File: src/rtl/euravg_pkg.sv
// Shared constants, codes and types for the encoder unwrap and rate average block.
package euravg_pkg;

    localparam int SAMPLE_W     = 13;
    localparam int STEP_W       = 14;
    localparam int TURN_W       = 16;
    localparam int POS_W        = 30;
    localparam int ANGLE_W      = 33;
    localparam int DELTA45_W    = 20;

    localparam int RING_DEPTH_DEF = 8;

    localparam logic [SAMPLE_W-1:0] THRESH_RESET = 13'd7500;
    localparam logic [STEP_W-1:0]   REV_COUNTS   = 14'd8192;
    localparam logic signed [TURN_W-1:0] TURN_MAX = 16'sd32767;

    localparam logic FUNC_CAPTURE = 1'b0;
    localparam logic FUNC_PROCESS = 1'b1;

    // Per-item values produced by the front end for the output stage
    typedef struct packed {
        logic signed [POS_W-1:0]  position;
        logic signed [STEP_W-1:0] delta;
        logic signed [STEP_W-1:0] step;
        logic signed [TURN_W-1:0] turns;
    } front_res_t;

endpackage

File: src/rtl/euravg_cell.sv
// One cell of the step history chain: holds a step and hands it on when shifted.
module euravg_cell
(
    input  logic                                     clk,
    input  logic                                     rst_n,
    input  logic                                     shift_en,
    input  logic signed [euravg_pkg::STEP_W-1:0]     step_in,
    output logic signed [euravg_pkg::STEP_W-1:0]     step_out
);

    logic signed [euravg_pkg::STEP_W-1:0] step_reg;
    logic signed [euravg_pkg::STEP_W-1:0] step_next;

    always_comb
    begin
        step_next = shift_en ? step_in : step_reg;
    end

    always_ff @(posedge clk or negedge rst_n)
    begin
        if (!rst_n)
        begin
            step_reg <= '0;
        end
        else
        begin
            step_reg <= step_next;
        end
    end

    assign step_out = step_reg;

endmodule

File: src/rtl/euravg_front.sv
// Unwrap front end: previous sample, bias, turn count, step chain and running sum.
module euravg_front
#(
    parameter int RING_DEPTH = euravg_pkg::RING_DEPTH_DEF,
    parameter int SUM_W      = euravg_pkg::SAMPLE_W + $clog2(RING_DEPTH) + 1
)
(
    input  logic                                 clk,
    input  logic                                 rst_n,
    input  logic                                 accept,
    input  logic                                 func,
    input  logic [euravg_pkg::SAMPLE_W-1:0]      raw_sample,
    input  logic                                 cfg_wr_en,
    input  logic [euravg_pkg::SAMPLE_W-1:0]      cfg_wr_data,
    output euravg_pkg::front_res_t               res,
    output logic signed [SUM_W-1:0]              step_sum
);

    localparam int STEP_W = euravg_pkg::STEP_W;
    localparam int TURN_W = euravg_pkg::TURN_W;
    localparam int POS_W  = euravg_pkg::POS_W;

    logic [euravg_pkg::SAMPLE_W-1:0] thresh_reg;
    logic [euravg_pkg::SAMPLE_W-1:0] prev_reg;
    logic [euravg_pkg::SAMPLE_W-1:0] prev_next;
    logic [euravg_pkg::SAMPLE_W-1:0] bias_reg;
    logic [euravg_pkg::SAMPLE_W-1:0] bias_next;
    logic signed [TURN_W-1:0]        turns_reg;
    logic signed [TURN_W-1:0]        turns_next;
    logic signed [SUM_W-1:0]         sum_reg;
    logic signed [SUM_W-1:0]         sum_next;

    logic signed [STEP_W:0]          diff;
    logic signed [STEP_W:0]          thr;
    logic signed [STEP_W-1:0]        step;
    logic                            is_process;
    logic                            shift_en;

    logic signed [STEP_W-1:0]        chain [RING_DEPTH+1];

    assign is_process = (func == euravg_pkg::FUNC_PROCESS);
    assign shift_en   = accept && is_process;

    // Row of cells: the newest step enters at the head, the oldest leaves at the tail
    assign chain[0] = step;
    for (genvar i = 0; i < RING_DEPTH; i++)
    begin : g_cell
        euravg_cell u_cell
        (
            .clk      (clk),
            .rst_n    (rst_n),
            .shift_en (shift_en),
            .step_in  (chain[i]),
            .step_out (chain[i+1])
        );
    end

    always_comb
    begin
        diff = $signed({2'b00, raw_sample}) - $signed({2'b00, prev_reg});
        thr  = $signed({2'b00, thresh_reg});
        turns_next = turns_reg;
        step       = '0;
        prev_next  = prev_reg;
        bias_next  = bias_reg;
        sum_next   = sum_reg;
        if (is_process)
        begin
            // Large jump backwards is a forward wrap across zero, and vice versa
            if (diff < -thr)
            begin
                if (turns_reg < euravg_pkg::TURN_MAX)
                begin
                    turns_next = turns_reg + 16'sd1;
                end
                step = STEP_W'(diff + $signed({1'b0, euravg_pkg::REV_COUNTS}));
            end
            else if (diff > thr)
            begin
                if (turns_reg > -euravg_pkg::TURN_MAX)
                begin
                    turns_next = turns_reg - 16'sd1;
                end
                step = STEP_W'(diff - $signed({1'b0, euravg_pkg::REV_COUNTS}));
            end
            else
            begin
                step = STEP_W'(diff);
            end
            prev_next = raw_sample;
            sum_next  = sum_reg + SUM_W'(step) - SUM_W'(chain[RING_DEPTH]);
        end
        else
        begin
            prev_next = raw_sample;
            bias_next = raw_sample;
        end
    end

    always_comb
    begin
        res.step  = step;
        res.turns = turns_next;
        res.delta = $signed({1'b0, raw_sample}) - $signed({1'b0, bias_next});
        if (is_process)
        begin
            // Sign-extend the turn count above the sample bits
            res.position = $signed({turns_next[TURN_W-1], turns_next, raw_sample});
        end
        else
        begin
            res.position = $signed({{(POS_W - euravg_pkg::SAMPLE_W){1'b0}}, raw_sample});
        end
    end

    assign step_sum = sum_next;

    always_ff @(posedge clk or negedge rst_n)
    begin
        if (!rst_n)
        begin
            thresh_reg <= euravg_pkg::THRESH_RESET;
            prev_reg   <= '0;
            bias_reg   <= '0;
            turns_reg  <= '0;
            sum_reg    <= '0;
        end
        else
        begin
            if (cfg_wr_en)
            begin
                thresh_reg <= cfg_wr_data;
            end
            if (accept)
            begin
                prev_reg  <= prev_next;
                bias_reg  <= bias_next;
                turns_reg <= turns_next;
                sum_reg   <= sum_next;
            end
        end
    end

endmodule

File: src/rtl/encoder_unwrap_rate_average.sv
// Top level of the multi-turn encoder unwrap with moving-average step rate.
//
// Input channel: in_valid / in_stall with func and raw_sample. func capture
// stores the sample as bias and previous sample; func process unwraps it.
// Output channel: out_valid / out_stall with unwrapped_position, angle_q8,
// step_rate, mean_rate and turn_count, one result per item, in order.
// Configuration: cfg_wr_en / cfg_wr_data write the wrap threshold; write it
// only while no item is in flight.
// Pipeline: two stages (unwrap and step history, then angle and mean); an accepted
// item is registered in the internal stage, then in the output registers.
// Throughput: one item per cycle while the output is not stalled; the turn count,
// previous sample and running sum close their loop at acceptance.
// The step history is a row of RING_DEPTH cells shifted on each process item.
// Reset clears the turn count, bias, previous sample, history and sum and
// loads the threshold with 7500; the block accepts items from the first
// cycle after reset.
// When the receiver stalls, the result holds; one more item is taken into
// the internal stage, then in_stall rises until the output drains.
module encoder_unwrap_rate_average
#(
    parameter int RING_DEPTH = euravg_pkg::RING_DEPTH_DEF
)
(
    input  logic                                      clk,
    input  logic                                      rst_n,
    input  logic                                      in_valid,
    output logic                                      in_stall,
    input  logic                                      func,
    input  logic [euravg_pkg::SAMPLE_W-1:0]           raw_sample,
    input  logic                                      cfg_wr_en,
    input  logic [euravg_pkg::SAMPLE_W-1:0]           cfg_wr_data,
    output logic                                      out_valid,
    input  logic                                      out_stall,
    output logic signed [euravg_pkg::POS_W-1:0]       unwrapped_position,
    output logic signed [euravg_pkg::ANGLE_W-1:0]     angle_q8,
    output logic signed [euravg_pkg::STEP_W-1:0]      step_rate,
    output logic signed [euravg_pkg::STEP_W-1:0]      mean_rate,
    output logic signed [euravg_pkg::TURN_W-1:0]      turn_count
);

    localparam int SAMPLE_W  = euravg_pkg::SAMPLE_W;
    localparam int STEP_W    = euravg_pkg::STEP_W;
    localparam int ANGLE_W   = euravg_pkg::ANGLE_W;
    localparam int TURN_W    = euravg_pkg::TURN_W;
    localparam int DELTA45_W = euravg_pkg::DELTA45_W;
    localparam int DEPTH_LOG = $clog2(RING_DEPTH);
    localparam int MAG_W     = SAMPLE_W + DEPTH_LOG;
    localparam int SUM_W     = MAG_W + 1;
    localparam int RECIP_W   = MAG_W + 1;
    localparam int PROD_W    = MAG_W + RECIP_W;
    localparam int SHIFT     = MAG_W + DEPTH_LOG;
    localparam longint RECIP_VAL = ((64'sd1 <<< SHIFT) + RING_DEPTH - 1) / RING_DEPTH;
    localparam logic [RECIP_W-1:0] RECIP = RECIP_W'(RECIP_VAL);

    logic                    accept;
    logic                    out_free;
    logic                    s1_adv;

    euravg_pkg::front_res_t  front_res;
    logic signed [SUM_W-1:0] front_sum;

    logic                    s1_valid_reg;
    logic                    s1_valid_next;
    euravg_pkg::front_res_t  s1_res_reg;
    logic signed [SUM_W-1:0] s1_sum_reg;

    logic                    out_valid_reg;
    logic                    out_valid_next;
    logic signed [euravg_pkg::POS_W-1:0] pos_reg;
    logic signed [ANGLE_W-1:0] angle_reg;
    logic signed [ANGLE_W-1:0] angle_next;
    logic signed [STEP_W-1:0]  step_reg;
    logic signed [STEP_W-1:0]  mean_reg;
    logic signed [STEP_W-1:0]  mean_next;
    logic signed [TURN_W-1:0]  turns_reg;

    logic [MAG_W-1:0]          sum_mag;
    logic [PROD_W-1:0]         prod;
    logic [SAMPLE_W-1:0]       quot;
    logic signed [DELTA45_W-1:0] d20;
    logic signed [DELTA45_W-1:0] delta45;
    logic signed [ANGLE_W-1:0]   t33;
    logic signed [ANGLE_W-1:0]   turn_angle;

    assign out_free = !out_valid_reg || !out_stall;
    assign s1_adv   = s1_valid_reg && out_free;
    assign in_stall = s1_valid_reg && !out_free;
    assign accept   = in_valid && !in_stall;

    euravg_front
    #(
        .RING_DEPTH (RING_DEPTH),
        .SUM_W      (SUM_W)
    )
    u_front
    (
        .clk         (clk),
        .rst_n       (rst_n),
        .accept      (accept),
        .func        (func),
        .raw_sample  (raw_sample),
        .cfg_wr_en   (cfg_wr_en),
        .cfg_wr_data (cfg_wr_data),
        .res         (front_res),
        .step_sum    (front_sum)
    );

    always_comb
    begin
        s1_valid_next = s1_valid_reg;
        if (accept)
        begin
            s1_valid_next = 1'b1;
        end
        else if (s1_adv)
        begin
            s1_valid_next = 1'b0;
        end

        out_valid_next = out_valid_reg;
        if (s1_adv)
        begin
            out_valid_next = 1'b1;
        end
        else if (!out_stall)
        begin
            out_valid_next = 1'b0;
        end
    end

    // Mean: divide the sum magnitude by the depth through a reciprocal, truncate toward zero
    always_comb
    begin
        sum_mag   = s1_sum_reg[SUM_W-1] ? MAG_W'(-s1_sum_reg) : MAG_W'(s1_sum_reg);
        prod      = PROD_W'(sum_mag) * PROD_W'(RECIP);
        quot      = prod[SHIFT +: SAMPLE_W];
        mean_next = s1_sum_reg[SUM_W-1] ? -$signed({1'b0, quot}) : $signed({1'b0, quot});
    end

    // Angle: floor(delta * 45 / 4) + turns * 92160, all by shifts and adds
    always_comb
    begin
        d20     = DELTA45_W'(s1_res_reg.delta);
        delta45 = (d20 <<< 5) + (d20 <<< 3) + (d20 <<< 2) + d20;
        t33     = ANGLE_W'(s1_res_reg.turns);
        turn_angle = (t33 <<< 16) + (t33 <<< 14) + (t33 <<< 13) + (t33 <<< 11);
        angle_next = ANGLE_W'(delta45 >>> 2) + turn_angle;
    end

    always_ff @(posedge clk or negedge rst_n)
    begin
        if (!rst_n)
        begin
            s1_valid_reg  <= 1'b0;
            out_valid_reg <= 1'b0;
        end
        else
        begin
            s1_valid_reg  <= s1_valid_next;
            out_valid_reg <= out_valid_next;
        end
    end

    always_ff @(posedge clk)
    begin
        if (accept)
        begin
            s1_res_reg <= front_res;
            s1_sum_reg <= front_sum;
        end
        if (s1_adv)
        begin
            pos_reg   <= s1_res_reg.position;
            angle_reg <= angle_next;
            step_reg  <= s1_res_reg.step;
            mean_reg  <= mean_next;
            turns_reg <= s1_res_reg.turns;
        end
    end

    assign out_valid          = out_valid_reg;
    assign unwrapped_position = pos_reg;
    assign angle_q8           = angle_reg;
    assign step_rate          = step_reg;
    assign mean_rate          = mean_reg;
    assign turn_count         = turns_reg;

endmodule

File: config.mk
export PLATFORM = sky130hd
export DESIGN_NAME = encoder_unwrap_rate_average
export DESIGN_NICKNAME = d
export VERILOG_FILES = /design/src/rtl/euravg_pkg.sv /design/src/rtl/euravg_cell.sv /design/src/rtl/euravg_front.sv /design/src/rtl/encoder_unwrap_rate_average.sv
export SDC_FILE = /design/constraint.sdc
export NUM_CORES = 1
export LEC_CHECK = 0
export BUFFER_PORTS_ARGS = -buffer_cell sky130_fd_sc_hd__buf_4
export CAP_MARGIN = 20
export CORE_ASPECT_RATIO = 1.75
export CORE_MARGIN = 3
export CORE_UTILIZATION = 65
export CTS_BUF_LIST = sky130_fd_sc_hd__clkbuf_16
export CTS_CLUSTER_DIAMETER = 80
export DETAILED_ROUTE_END_ITERATION = 16
export PLACE_DENSITY = 0.85
export SETUP_SLACK_MARGIN = 0.5
export SLEW_MARGIN = 10
export SYNTH_ARGS = -nofsm -noshare
export SYNTH_HDL_FRONTEND = slang
export SYNTH_SLANG_ARGS = --single-unit
File: constraint.sdc
create_clock -name clk -period 20.7 [get_ports clk]
set_input_delay 3.105 -clock clk [delete_from_list [all_inputs] [get_ports clk]]
set_output_delay 3.105 -clock clk [all_outputs]
set_load 0.01 [all_outputs]
==> impl_metrics.env <==
export IMPL_hold_buffers=0
export IMPL_cts_tree="done"
export IMPL_r2r_end="angle_q8[31]$_DFFE_PP_"
export IMPL_synth_most_common_cell="nand2_1"
export IMPL_p_per_area_nw_per_um2=189
export IMPL_synth_main_ff_cell="edfxtp_1"
export IMPL_largest_register_ffs=112
export IMPL_ys_seq_elements=382
export IMPL_peakVddDrop_mv=0.118
export IMPL_core_area_um2=32300
export IMPL_synth_cell_types=74
export IMPL_stdcell_count=2583
export IMPL_finalCritPeriodShare_pct=42.1
export IMPL_worstPathArrival_ps=8990
export IMPL_hold_slack_ps=415
export IMPL_fillers=2126
export IMPL_cts_root_buffer="clkbuf_16"
export IMPL_fp_dieW_um=143
export IMPL_nets=2404
export IMPL_worst_pin_slew_ps=1030
export IMPL_cts_resized_gates=0
export IMPL_firstDrtPassIters=6
export IMPL_clk_pin_slew_worst_paths_ps=70
export IMPL_multi_input_area_um2=9920
export IMPL_grt_max_degree=111
export IMPL_synthesis_nets=2281
export IMPL_post_cts_buffers=0
export IMPL_grt_pass1_wl_um=79100
export IMPL_synthCells=2033
export IMPL_syn_avg_cell_area_um2=10.5
export IMPL_die_h_um=246
export IMPL_wire_per_inst_um=18.9
export IMPL_synth_edff_count=196
export IMPL_synthTopCellsByCount="nand2_1 (420), edfxtp_1 (196), inv_1 (188), dfrtp_1 (179), ha_1 (131)"
export IMPL_critPathKind="in2reg"
export IMPL_cts_htree_levels=2
export IMPL_crit_path_end="s1_sum_reg[16]$_DFFE_PP_"
export IMPL_yosys_area_top_type_share_pct=27.4
export IMPL_numCtsBuffers=36
export IMPL_drv_slew=0
export IMPL_regToRegStartpoint="d20[3]$_DFFE_PP_"
export IMPL_dp_cells=2517
export IMPL_rsz0062_at_grt="false"
export IMPL_yosysSeqAreaShare_pct=49.2
export IMPL_viasPerCell=5.88
export IMPL_clock_path_buffers=3
export IMPL_finalClockSkew_ps=16.2
export IMPL_vias=15181
export IMPL_final_area_um2=24100
export IMPL_required_ps=20970
export IMPL_status="completed"
export IMPL_worst_path_max_fanout=10
export IMPL_fin_crit_ps=8720
export IMPL_rows=87
export IMPL_die_area_um2=35300
export IMPL_syn_to_final_growth_pct=12.3
export IMPL_yosysTopAreaCell="edfxtp_1"
export IMPL_worstRegToRegCells=24
export IMPL_pin_count=141
export IMPL_setup_violations=0
export IMPL_clock_sinks=382
export IMPL_portBuffers=140
export IMPL_crit_start="raw_sample[0]"
export IMPL_p_leak_nw=10.8
export IMPL_max_freq_mhz=115
export IMPL_syn_area_um2=21400
export IMPL_grt_pass1_vias=15757
export IMPL_slew_limit_headroom_pct=31.1
export IMPL_drtAntennaViolNets=0
export IMPL_finish_utilization_pct=74.5
export IMPL_drive_above_1_share_pct=12.1
export IMPL_final_hold_viol_count=0
export IMPL_seq_area_um2=10500
export IMPL_gp_congestion=0.972
export IMPL_grt_overflow=0
export IMPL_synthArstFlopShare_pct=48.7
export IMPL_setup_tns_ps=0
export IMPL_drc_errors=0
export IMPL_r2r_slack_ps=13380
export IMPL_cp_start_kind="input port"
export IMPL_dpl_hpwl_um=34500
export IMPL_clk_insertion_delay_late_ps=540
export IMPL_hp_class="reg2reg"
export IMPL_initial_core_util_pct=66.3
export IMPL_placed_area_um2=22900
export IMPL_synthTopCellsByArea="edfxtp_1 (27%), dfrtp_1 (21%), fa_1 (7.9%)"
export IMPL_gr_usage_all_layers_pct=28.3
export IMPL_wl_um=48700
export IMPL_detail_route_iter0_violations=1194
export IMPL_yosys_warnings=0
export IMPL_cp_end_kind="register"
export IMPL_antenna_found_initial=1
export IMPL_drv_cap=0
## layer usage
metal  global-route usage (%)  up-vias  share of wire [%]
li1                         -     7155                  -
met4                     15.9        0                6.2
met2                     51.7      465                 54
met5                        0        -                  0
met1                     31.6     7400                 36
met3                     3.30      161                3.9
## final cells by class
| cell class | instances | share of cell area (%) |
|---|---|---|
| clock inverter | 26 | 1.04 |
| inverter | 189 | 2.96 |
| sequential | 382 | 43.8 |
| antenna | 1 | 0.0104 |
| clock buffer | 38 | 3.95 |
| multi-input combinational | 1391 | 41.2 |
| tap | 400 | 2.08 |
| timing repair buffer | 156 | 4.96 |
## worst max-delay path, stage by stage
cell	delay, ps
buf_4	120
inv_1	120
ha_1	190
inv_1	60
fa_1	410
a21o_1	190
a21o_1	200
a21oi_1	230
o2111ai_1	180
a31o_2	280
a21oi_1	170
xnor2_1	300
ha_1	340
o21ai_0	140
nand2_1	70
o211ai_1	110
o211a_1	430
nor3_1	100
a21oi_1	520
fa_1	530
ha_1	340
nor3_1	60
nor2_1	130
a21boi_0	400
or4_1	170
nand4_1	90
## where the power goes
group | switching (mW) | leakage [nW] | internal (mW) | total [mW]
Clock | 0.285 | 0.620 | 0.396 | 0.681
Sequential | 0.148 | 4.23 | 1.15 | 1.30
Combinational | 1.44 | 6.00 | 1.14 | 2.57
## cell families (layout without fill, tap and decap cells)
logic type,after synthesis,count (layout),share of synthesized area (%)
xor+xnor,122,122,4.98
simple gates,696,696,14.3
fa+ha+maj,216,216,15.6
flops,382,382,49.2
mux,40,40,2.01
other cells,0,1,0
compound gates,317,317,9.33
buf+inv,260,409,4.64
## worst min-delay path by stage
stage	slack [ps]	cells after the start	endpoint	start
6_report	410	0	unwrapped_position[26]$_DFFE_PP_	s1_res_reg[70]$_SDFFCE_PN0P_
2_1_floorplan	400	0	step_rate[0]$_DFFE_PP_	s1_res_reg[16]$_DFFE_PP_
5_1_grt	420	0	unwrapped_position[27]$_DFFE_PP_	s1_res_reg[71]$_SDFFCE_PN0P_
3_3_place_gp	400	0	step_rate[5]$_DFFE_PP_	s1_res_reg[21]$_DFFE_PP_
3_5_place_dp	400	0	unwrapped_position[26]$_DFFE_PP_	s1_res_reg[70]$_SDFFCE_PN0P_
4_1_cts	420	0	unwrapped_position[26]$_DFFE_PP_	s1_res_reg[70]$_SDFFCE_PN0P_
## per-stage QoR
step | setup slack [ps] | total power, mW
detailed placement | 11430 | 3.82
CTS | 11980 | 4.55
global route | 11420 | 4.94
finish | 11980 | 4.55
global placement | 11610 | 3.68
floorplan | 9190 | 3.19
## cell usage in the layout, fill, tap and decap left out, types with 68 or more instances in the layout
master / n
a21oi_1: 68
nor2_1: 81
fa_1: 85
inv_1: 193
buf_4: 154
ha_1: 131
dfrtp_1: 179
edfxtp_1: 196
nand2_1: 419
xnor2_1: 98
o21ai_0: 107
Note: power is estimated with default switching activity, not from simulation.
